File: config.mk
export PLATFORM = sky130hd
export DESIGN_NAME = checksum_frame_receiver_top
export DESIGN_NICKNAME = d
export VERILOG_FILES = /design/src/rtl/cfr_pkg.sv /design/src/rtl/cfr_core.sv /design/src/rtl/cfr_out_buf.sv /design/src/rtl/checksum_frame_receiver_top.sv
export SDC_FILE = /design/constraint.sdc
export NUM_CORES = 1
export LEC_CHECK = 0
export ABC_AREA = 0
export BUFFER_PORTS_ARGS = -buffer_cell sky130_fd_sc_hd__buf_2
export CELL_PAD_IN_SITES_DETAIL_PLACEMENT = 0
export CELL_PAD_IN_SITES_GLOBAL_PLACEMENT = 1
export CORE_MARGIN = 2
export CORE_UTILIZATION = 45
export DETAILED_ROUTE_END_ITERATION = 10
export GPL_ROUTABILITY_DRIVEN = 1
export PLACE_DENSITY = 0.85
export SYNTH_ARGS = -nofsm -noshare
export SYNTH_HDL_FRONTEND = slang
export SYNTH_SLANG_ARGS = --single-unit
File: constraint.sdc
create_clock -name clk -period 10.7 [get_ports clk]
set_input_delay 1.07 -clock clk [delete_from_list [all_inputs] [get_ports clk]]
set_output_delay 1.07 -clock clk [all_outputs]
set_load 0.005 [all_outputs]
File: src/rtl/cfr_pkg.sv
// cfr_pkg: shared types and constants of the checksum frame receiver
// no dependencies; imported by cfr_core, cfr_out_buf, the top level and the test bench

package cfr_pkg;

  localparam int BYTE_W = 8;
  localparam int WORD_W = 32;
  localparam int CFG_INDEX_W = 2;
  localparam int COUNT_W = 4;

  // register indexes on the configuration port
  localparam logic [CFG_INDEX_W-1:0] REG_HEAD  = 2'd0;
  localparam logic [CFG_INDEX_W-1:0] REG_START = 2'd1;

  localparam logic [BYTE_W-1:0] HEAD_RESET  = 8'hFF;
  localparam logic [BYTE_W-1:0] START_RESET = 8'h02;

  // receiver phases
  localparam logic [1:0] PH_HUNT  = 2'd0;
  localparam logic [1:0] PH_START = 2'd1;
  localparam logic [1:0] PH_BODY  = 2'd2;
  localparam logic [1:0] PH_CHECK = 2'd3;

  // body layout: two records of id byte plus four data bytes
  localparam logic [COUNT_W-1:0] BODY_LAST  = 4'd9;
  localparam logic [COUNT_W-1:0] RECORD_LEN = 4'd5;

  typedef struct packed {
    logic                   we;
    logic [CFG_INDEX_W-1:0] index;
    logic [BYTE_W-1:0]      data;
  } cfg_t;

  typedef struct packed {
    logic              ok;
    logic [WORD_W-1:0] w0;
    logic [WORD_W-1:0] w1;
  } res_t;

endpackage

File: src/rtl/cfr_core.sv
// cfr_core: frame hunting, record assembly and checksum compare, one byte per cycle while in_fire is high
// depends on cfr_pkg

module cfr_core (
  input  logic                  clk,
  input  logic                  rst,
  input  cfr_pkg::cfg_t         cfg,
  input  logic                  in_fire,
  input  logic [7:0]            rx_byte,
  output logic                  res_valid,
  output cfr_pkg::res_t         res
);
  import cfr_pkg::*;

  logic [BYTE_W-1:0]  head_value, start_value;
  logic [1:0]         phase, phase_next;
  logic [COUNT_W-1:0] body_count, body_count_next;
  logic [BYTE_W-1:0]  running_sum, running_sum_next;
  logic [BYTE_W-1:0]  record_slot, record_slot_next;
  logic [WORD_W-1:0]  frame_words [2];
  logic [WORD_W-1:0]  frame_words_next [2];
  logic [WORD_W-1:0]  held_words [2];
  logic [WORD_W-1:0]  held_words_next [2];
  logic [COUNT_W-1:0] pos_full;
  logic [2:0]         pos;
  logic               ok;
  logic [BYTE_W-1:0]  sum_plus;

  // position inside the current record
  assign pos_full = (body_count >= RECORD_LEN) ? body_count - RECORD_LEN : body_count;
  assign pos      = pos_full[2:0];
  assign sum_plus = running_sum + rx_byte;
  assign ok       = (rx_byte == running_sum);

  always_comb begin
    phase_next          = phase;
    body_count_next     = body_count;
    running_sum_next    = running_sum;
    record_slot_next    = record_slot;
    frame_words_next[0] = frame_words[0];
    frame_words_next[1] = frame_words[1];
    held_words_next[0]  = held_words[0];
    held_words_next[1]  = held_words[1];
    res_valid           = 1'b0;
    if (in_fire) begin
      case (phase)
        PH_HUNT: begin
          if (rx_byte == head_value) begin
            running_sum_next = rx_byte;
            phase_next       = PH_START;
          end
        end
        PH_START: begin
          if (rx_byte == start_value) begin
            running_sum_next = sum_plus;
            body_count_next  = '0;
            phase_next       = PH_BODY;
          end else begin
            phase_next = PH_HUNT;
          end
        end
        PH_BODY: begin
          running_sum_next = sum_plus;
          if (pos == 3'd0) begin
            record_slot_next = rx_byte;
          end else if (record_slot <= 8'd1) begin
            // big-endian lanes, first data byte is the top lane
            case (pos)
              3'd1:    frame_words_next[record_slot[0]][31:24] = rx_byte;
              3'd2:    frame_words_next[record_slot[0]][23:16] = rx_byte;
              3'd3:    frame_words_next[record_slot[0]][15:8]  = rx_byte;
              3'd4:    frame_words_next[record_slot[0]][7:0]   = rx_byte;
              default: ;
            endcase
          end
          if (body_count == BODY_LAST) begin
            body_count_next = '0;
            phase_next      = PH_CHECK;
          end else begin
            body_count_next = body_count + 4'd1;
          end
        end
        default: begin
          if (ok) begin
            held_words_next[0] = frame_words[0];
            held_words_next[1] = frame_words[1];
          end
          phase_next      = PH_HUNT;
          body_count_next = '0;
          res_valid       = 1'b1;
        end
      endcase
    end
  end

  assign res.ok = ok;
  assign res.w0 = held_words_next[0];
  assign res.w1 = held_words_next[1];

  always_ff @(posedge clk) begin
    if (rst) begin
      head_value     <= HEAD_RESET;
      start_value    <= START_RESET;
      phase          <= PH_HUNT;
      body_count     <= '0;
      running_sum    <= '0;
      record_slot    <= '0;
      frame_words[0] <= '0;
      frame_words[1] <= '0;
      held_words[0]  <= '0;
      held_words[1]  <= '0;
    end else begin
      if (cfg.we && cfg.index == REG_HEAD) begin
        head_value <= cfg.data;
      end
      if (cfg.we && cfg.index == REG_START) begin
        start_value <= cfg.data;
      end
      phase          <= phase_next;
      body_count     <= body_count_next;
      running_sum    <= running_sum_next;
      record_slot    <= record_slot_next;
      frame_words[0] <= frame_words_next[0];
      frame_words[1] <= frame_words_next[1];
      held_words[0]  <= held_words_next[0];
      held_words[1]  <= held_words_next[1];
    end
  end

endmodule

File: src/rtl/cfr_out_buf.sv
// cfr_out_buf: result register with one skid entry behind it
// depends on cfr_pkg

module cfr_out_buf (
  input  logic          clk,
  input  logic          rst,
  input  logic          push,
  input  cfr_pkg::res_t res_in,
  input  logic          out_stall,
  output logic          out_valid,
  output cfr_pkg::res_t res_out,
  output logic          full
);
  import cfr_pkg::*;

  logic main_valid, skid_valid;
  res_t main, skid;
  logic pop;

  assign pop       = main_valid && !out_stall;
  assign out_valid = main_valid;
  assign res_out   = main;
  assign full      = skid_valid;

  always_ff @(posedge clk) begin
    if (rst) begin
      main_valid <= 1'b0;
      skid_valid <= 1'b0;
    end else if (pop) begin
      if (skid_valid) begin
        main_valid <= 1'b1;
        skid_valid <= push;
      end else begin
        main_valid <= push;
      end
    end else if (!main_valid) begin
      main_valid <= push;
    end else if (push) begin
      skid_valid <= 1'b1;
    end
  end

  // payload needs no reset
  always_ff @(posedge clk) begin
    if (pop) begin
      if (skid_valid) begin
        main <= skid;
        if (push) begin
          skid <= res_in;
        end
      end else if (push) begin
        main <= res_in;
      end
    end else if (!main_valid) begin
      if (push) begin
        main <= res_in;
      end
    end else if (push) begin
      skid <= res_in;
    end
  end

endmodule

File: src/rtl/checksum_frame_receiver_top.sv
// checksum_frame_receiver_top: top level of the byte frame receiver
// depends on cfr_pkg, cfr_core and cfr_out_buf

// One received byte is taken per item, one item per clock cycle while in_stall
// is low. Each accepted byte updates the deframer state in the cycle it is
// taken, so the block runs at a full byte per cycle when not stalled; the
// per-byte update (one 8-bit add and compare) sets that figure. A frame is a
// head byte, the start byte, two records of an id byte plus a big-endian
// 32-bit word, and a checksum byte equal to the 8-bit sum of all earlier
// frame bytes. Exactly one result is produced per checksum byte and
// registered in the output buffer: frame_ok and the two held words, which
// change only on a checksum match. A record with an id above 1 is summed but
// not stored. Results sit in an output register backed by one skid entry, so
// input keeps flowing while a result waits; in_stall rises only when both
// entries are full. Configuration (head_value at index 0, start_value at
// index 1) is written on cfg_we and should be written while the block is idle.

module checksum_frame_receiver_top (
  input  logic                            clk,
  input  logic                            rst,
  // configuration port
  input  logic                            cfg_we,
  input  logic [cfr_pkg::CFG_INDEX_W-1:0] cfg_index,
  input  logic [7:0]                      cfg_data,
  // input channel
  input  logic                            in_valid,
  output logic                            in_stall,
  input  logic [7:0]                      rx_byte,
  // result channel
  output logic                            out_valid,
  input  logic                            out_stall,
  output logic                            frame_ok,
  output logic [31:0]                     word_zero,
  output logic [31:0]                     word_one
);
  import cfr_pkg::*;

  cfg_t cfg;
  res_t core_res, buf_res;
  logic core_res_valid;
  logic in_fire;
  logic buf_full;

  assign cfg.we    = cfg_we;
  assign cfg.index = cfg_index;
  assign cfg.data  = cfg_data;

  // stall only when no room is left for a result
  assign in_stall = buf_full;
  assign in_fire  = in_valid && !in_stall;

  cfr_core u_core (
    .clk       (clk),
    .rst       (rst),
    .cfg       (cfg),
    .in_fire   (in_fire),
    .rx_byte   (rx_byte),
    .res_valid (core_res_valid),
    .res       (core_res)
  );

  cfr_out_buf u_out_buf (
    .clk       (clk),
    .rst       (rst),
    .push      (core_res_valid),
    .res_in    (core_res),
    .out_stall (out_stall),
    .out_valid (out_valid),
    .res_out   (buf_res),
    .full      (buf_full)
  );

  assign frame_ok  = buf_res.ok;
  assign word_zero = buf_res.w0;
  assign word_one  = buf_res.w1;

endmodule

**Word-level counts from Yosys, hierarchy flattened**

Memories as Yosys holds them, arrays and structs flattened.
Cells that the tools add are included.
W data, S select, Z words.

- Register bits after elaboration: 170
- Bits in writable memories: 128
- Input port bits: 23
- Output and inout bits: 67
- Memories: 2

Memory list:

| name | depth | bits a word | rd ports | clocked after Yosys merged registers in | write ports | RTL line | RTL |
|---|---|---|---|---|---|---|---|
| u_core.frame_words | 2 | 32 | 2 | 0 | 2 | cfr_core.sv:20 | `logic [WORD_W-1:0] frame_words [2];` |
| u_core.held_words | 2 | 32 | 2 | 0 | 2 | cfr_core.sv:22 | `logic [WORD_W-1:0] held_words [2];` |

- Add/subtract/negate cells: 3
- Magnitude comparators: 4
- Eq/ne operators: 16
- Muxes and demuxes: 55
- Bitwise logic cells: 6
- Reduce and logical (&&, ||, !) cells: 20

Operators by type and width:

| operator | number |
|---|---|
| $mux W65 | 8 |
| $mux W64 | 7 |
| $bwmux W64 | 4 |
| $pmux W64 S4 | 1 |
| $mux W32 | 5 |
| $demux W32 S1 | 4 |
| $eq A8 B8 Y1 | 3 |
| $mux W24 | 1 |
| $mux W8 | 3 |
| $pmux W8 S3 | 1 |
| $mux W16 | 1 |
| $mux W1 | 12 |
| $pmux W4 S3 | 1 |
| $reduce_and A3 Y1 | 3 |
| $add A8 B8 Y8 | 1 |
| $le A8 B1 Y1 const B | 1 |
| $mux W4 | 2 |
| $ne A2 B1 Y1 const B | 4 |
| $eq A3 B2 Y1 const B | 2 |
| $mux W2 | 3 |
| $pmux W2 S3 | 1 |
| $logic_and A1 B1 Y1 | 5 |
| $add A4 B1 Y4 const B | 1 |
| $eq A2 B1 Y1 const B | 2 |
| other kinds (21) | 28 |

**Longest topological paths before layout**

- Depth in word-level cells: 12
- Gate-level depth with buffers: 9

**By module**

A second synthesis with hierarchy kept.

- Cells, all modules: 977
- Area, all modules: 12907.4 um2

Modules (own cells, without submodules):

| module | times used | cells each | area each (um2) | sequential area each (um2) |
|---|---|---|---|---|
| cfr_core | 1 | 690 | 7156.9 | 3323.2 |
| cfr_out_buf | 1 | 286 | 5736.8 | 3943.8 |
| checksum_frame_receiver_top | 1 | 1 | 13.8 | 0.0 |

**Least setup slack after synthesis**

OpenSTA, ideal clock, no wires.

- Kind: input -> register
- Start point: input port in_valid
- End point: register u_out_buf.skid[0] (netlist name) (enable)
- Setup time: 488 ps
- Data arrival time: 4708 ps
- Path slack: 5503 ps
- Stages on the path: 5
- Path through: nor2b_1 nand2_1 clkbuf_1 clkbuf_1 nor2_1

RTL lines:

| what | RTL line | RTL |
|---|---|---|
| from (decl) | checksum_frame_receiver_top.sv:26 | `input logic in_valid,` |
| to (signal assigned) | cfr_out_buf.sv:49 | `skid <= res_in;` |
| to (signal assigned) | cfr_out_buf.sv:59 | `skid <= res_in;` |
| to (decl) | cfr_out_buf.sv:17 | `res_t main, skid;` |

==> metrics <==
design area 14900 sq um; Overflow after GRT 0; Die ar. 30500 sq um; combinational cell fraction of total power 0.021; ys flop type dfxtp_1; post-DR wirelength/cell 16.9 um; PortBufs 89; clock buffer count from CTS 31; Clock Sinks 298; dpl cells 1593; Sw Ratio 0.200; Clock Root Buffer clkbuf_16; vias in the first global route 8522; fin nets between 1000 and 1500; Worst Path Buf+Inv 3; ys async rst share 0; Worst Setup EP u_core.held_words[0][25]$_SDFF_PP0_; length in cells of the worst reg-to-reg path 4; CP max FO 56; Synth Warn # 0; CP Launch Point rx_byte[4]; Finished Layout Cells 1650; Max VDD drop about 130 uV; GP Congestion roughly 0.72; WL final 28000 um; R2R setup slack 7.44 ns; via count roughly 8700; ANT nets after route 0; clock-pin transition on the worst setup and hold timing paths 0.06 ns; Core Area 28700 sq um; Slew @ Worst Pin 1.03 ns; internal power roughly 1.9 mW; First-pass DRT Iterations 5; Fin Clk Skew 0.0200 ns; critical-path cell list buf_2, ha_1, nor4_1, nand3_4, inv_1, nand2_2, buf_4, mux2_2, nor2b_1; Slowest-stage cell, CP nand3_4; clk_lat worst skew 0.57 ns; placed instance area 13800 sq um; setup_tns 0 ns; Hold WC Path Type register to register; num ports 90; Switch Pwr 473 uW; Fmax 0.260 GHz; pwr dens around 160 nW/um^2; Clock Tree Buf Depth 3; CP Depth 9; Hold Fails Final Rpt 0; FF+latch count, synth 298; multi-input logic area 5490 sq um; Tcrit/Tclk final 0.359; delay-heaviest family, CP simple AND/OR/NAND/NOR gates; unique cell type count in the Yosys netlist 58; vias per inst about 5.3; first-pass GRT wire length 45200 um; syn nets 1227; Mapped Area 13100 sq um; layout cells sized above 1 0.181; RSZ-0062 raised after global routing false; Synth Instances 1188; Layout area overhead 13.5%; CP endpoint kind register; Initial Utilization 0.457; antenna fix cells 0; cts hold-fix bufs 0; CP Data Required Time about 11 ns; Startpoint Class input port; power after layout between 2 and 2.5 mW; Filler cells 2587; H-tree Lvls 1; FP Rows 62; Worst R2R End u_out_buf.skid[10]$_DFFE_PP_; initial antenna violation count 0; Post-CTS Setup Inserts 0; Post-synth EDFFs between 100 and 150; Die H 175 um; Post-CTS Resized 0; data arrival time of the critical path 4.27 ns; sequential power share 0.501; CTS tree done; Crit Path Class input port to register; initial DRC count 478; post-synthesis sequential area ratio 0.554; hpwl dp 16500 um; Slew Viols, Final 0; worst reg2reg path startpoint u_out_buf.full$_SDFFE_PP0P_; die width 175 um; largest net degree at the start of global routing 113; GR Util All Layers 0.182; Final setup viols 0; Max Cap Violations 0; FF/Latch Area around 7300 sq um; Residual DRC 0; Clk network pwr share 0.478; crit path time final around 3.8 ns; max incr delay on CP 0.49 ns; Slew HR 0.312; syn_area_per_cell 11.0 sq um; Leak a little over 6 nW; status finished, final reports clean
## metrics by stage
step | hold slack, ns | setup slack [ns] | utilization
final | 0.500 | 6.86 | 0.519
after global routing | 0.517 | 6.64 | 0.519
after CTS | 0.499 | 6.87 | 0.519
after detailed placement | 0.483 | 6.29 | 0.481
after global placement | 0.466 | 6.32 | 0.481
after floorplan | 0.457 | 5.50 | -
## kinds of logic after synthesis
| family | after synthesis | share of synthesized area |
|---|---|---|
| adder cells (fa/ha/maj) | 16 | 0.0158 |
| AND/OR/NAND/NOR | 362 | 0.136 |
| AO/OA/AOI/OAI | 188 | 0.0803 |
| multiplexers | 212 | 0.168 |
| XOR/XNOR | 21 | 0.0154 |
| buffers and inverters | 91 | 0.0306 |
| flip-flops | 298 | 0.554 |
## layer usage
| metal | vias up | global-route usage | share of wire | routed length, um |
|---|---|---|---|---|
| met5 | - | 0 | 0 | 0 |
| met4 | 0 | 0.0347 | 0.016 | 435 |
| met3 | 29 | 0.0276 | 0.041 | 1160 |
| met2 | 158 | 0.300 | 0.46 | 12800 |
| met1 | 4204 | 0.258 | 0.49 | 13600 |
| li1 | 4281 | - | - | - |
## synth_stat cells, types with 3 or more instances
| master | number | area share |
|---|---|---|
| dfxtp_1 | 168 | 0.26 |
| nor2_1 | 163 | 0.047 |
| mux2i_1 | 147 | 0.11 |
| edfxtp_1 | 130 | 0.30 |
| a21oi_1 | 77 | 0.029 |
| nand2_1 | 76 | 0.022 |
| o21ai_0 | 76 | 0.029 |
| nor2b_1 | 75 | 0.036 |
| mux2_2 | 65 | 0.056 |
| clkbuf_1 | 47 | 0.013 |
| buf_2 | 22 | 0.0084 |
| ha_1 | 15 | 0.014 |
| inv_1 | 13 | 0.0037 |
| xnor2_1 | 12 | 0.0080 |
| a211o_1 | 9 | 0.0060 |
| a211oi_1 | 9 | 0.0051 |
| xor2_1 | 8 | 0.0053 |
| nor3_1 | 7 | 0.0027 |
| nor3_4 | 5 | 0.0062 |
| buf_4 | 4 | 0.0023 |
| nand3b_1 | 4 | 0.0023 |
| nor4_1 | 4 | 0.0019 |
| nand4_1 | 3 | 0.0014 |
| nor3b_1 | 3 | 0.0017 |
| o21a_1 | 3 | 0.0017 |
| or4_1 | 3 | 0.0017 |
## placed cells by master (no fill, tap or decap), types with 8 or more instances in the layout
master     count
inv_1         13
xor2_1         8
ha_1          15
mux2_2        65
a211o_1        9
nor2b_1       75
mux2i_1      147
nor2_1       162
clkbuf_1       9
clkbuf_16     32
xnor2_1       12
o21ai_0       76
a21oi_1       77
buf_2         88
buf_4         10
dfxtp_1      168
nand2_1       73
edfxtp_1     130
a211oi_1       9
## power groups by stage
stage | Clock (mW) | Sequential [mW] | Combinational (mW)
6_report | 1.13 | 1.18 | 0.0499
3_3_place_gp | 0 | 1.21 | 0.0499
2_1_floorplan | 0 | 1.21 | 0.0322
5_1_grt | 1.19 | 1.18 | 0.0542
3_5_place_dp | 0 | 1.21 | 0.0499
4_1_cts | 1.15 | 1.18 | 0.0501
## area by class of cell
cell class,count,share of cell area
Inverter,14,0.00353
Tap cell,384,0.0323
Multi-Input combinational cell,799,0.369
Timing Repair Buffer,98,0.0346
Clock buffer,48,0.0625
Sequential cell,298,0.488
Clock inverter,9,0.0106
## how the worst min path moves through the flow
stage / slack (ns) / startpoint / endpoint / cells past startpoint
after global placement: 0.47 / u_core.start_value[1]$_SDFFE_PP1P_ / u_core.start_value[1]$_SDFFE_PP1P_ / 1
after detailed placement: 0.48 / u_core.start_value[1]$_SDFFE_PP1P_ / u_core.start_value[1]$_SDFFE_PP1P_ / 1
after global routing: 0.52 / u_core.start_value[1]$_SDFFE_PP1P_ / u_core.start_value[1]$_SDFFE_PP1P_ / 1
after CTS: 0.50 / u_core.start_value[1]$_SDFFE_PP1P_ / u_core.start_value[1]$_SDFFE_PP1P_ / 1
after floorplan: 0.46 / u_core.start_value[1]$_SDFFE_PP1P_ / u_core.start_value[1]$_SDFFE_PP1P_ / 1
final: 0.50 / u_core.start_value[1]$_SDFFE_PP1P_ / u_core.start_value[1]$_SDFFE_PP1P_ / 1
Power figures use the tool's default switching activity.
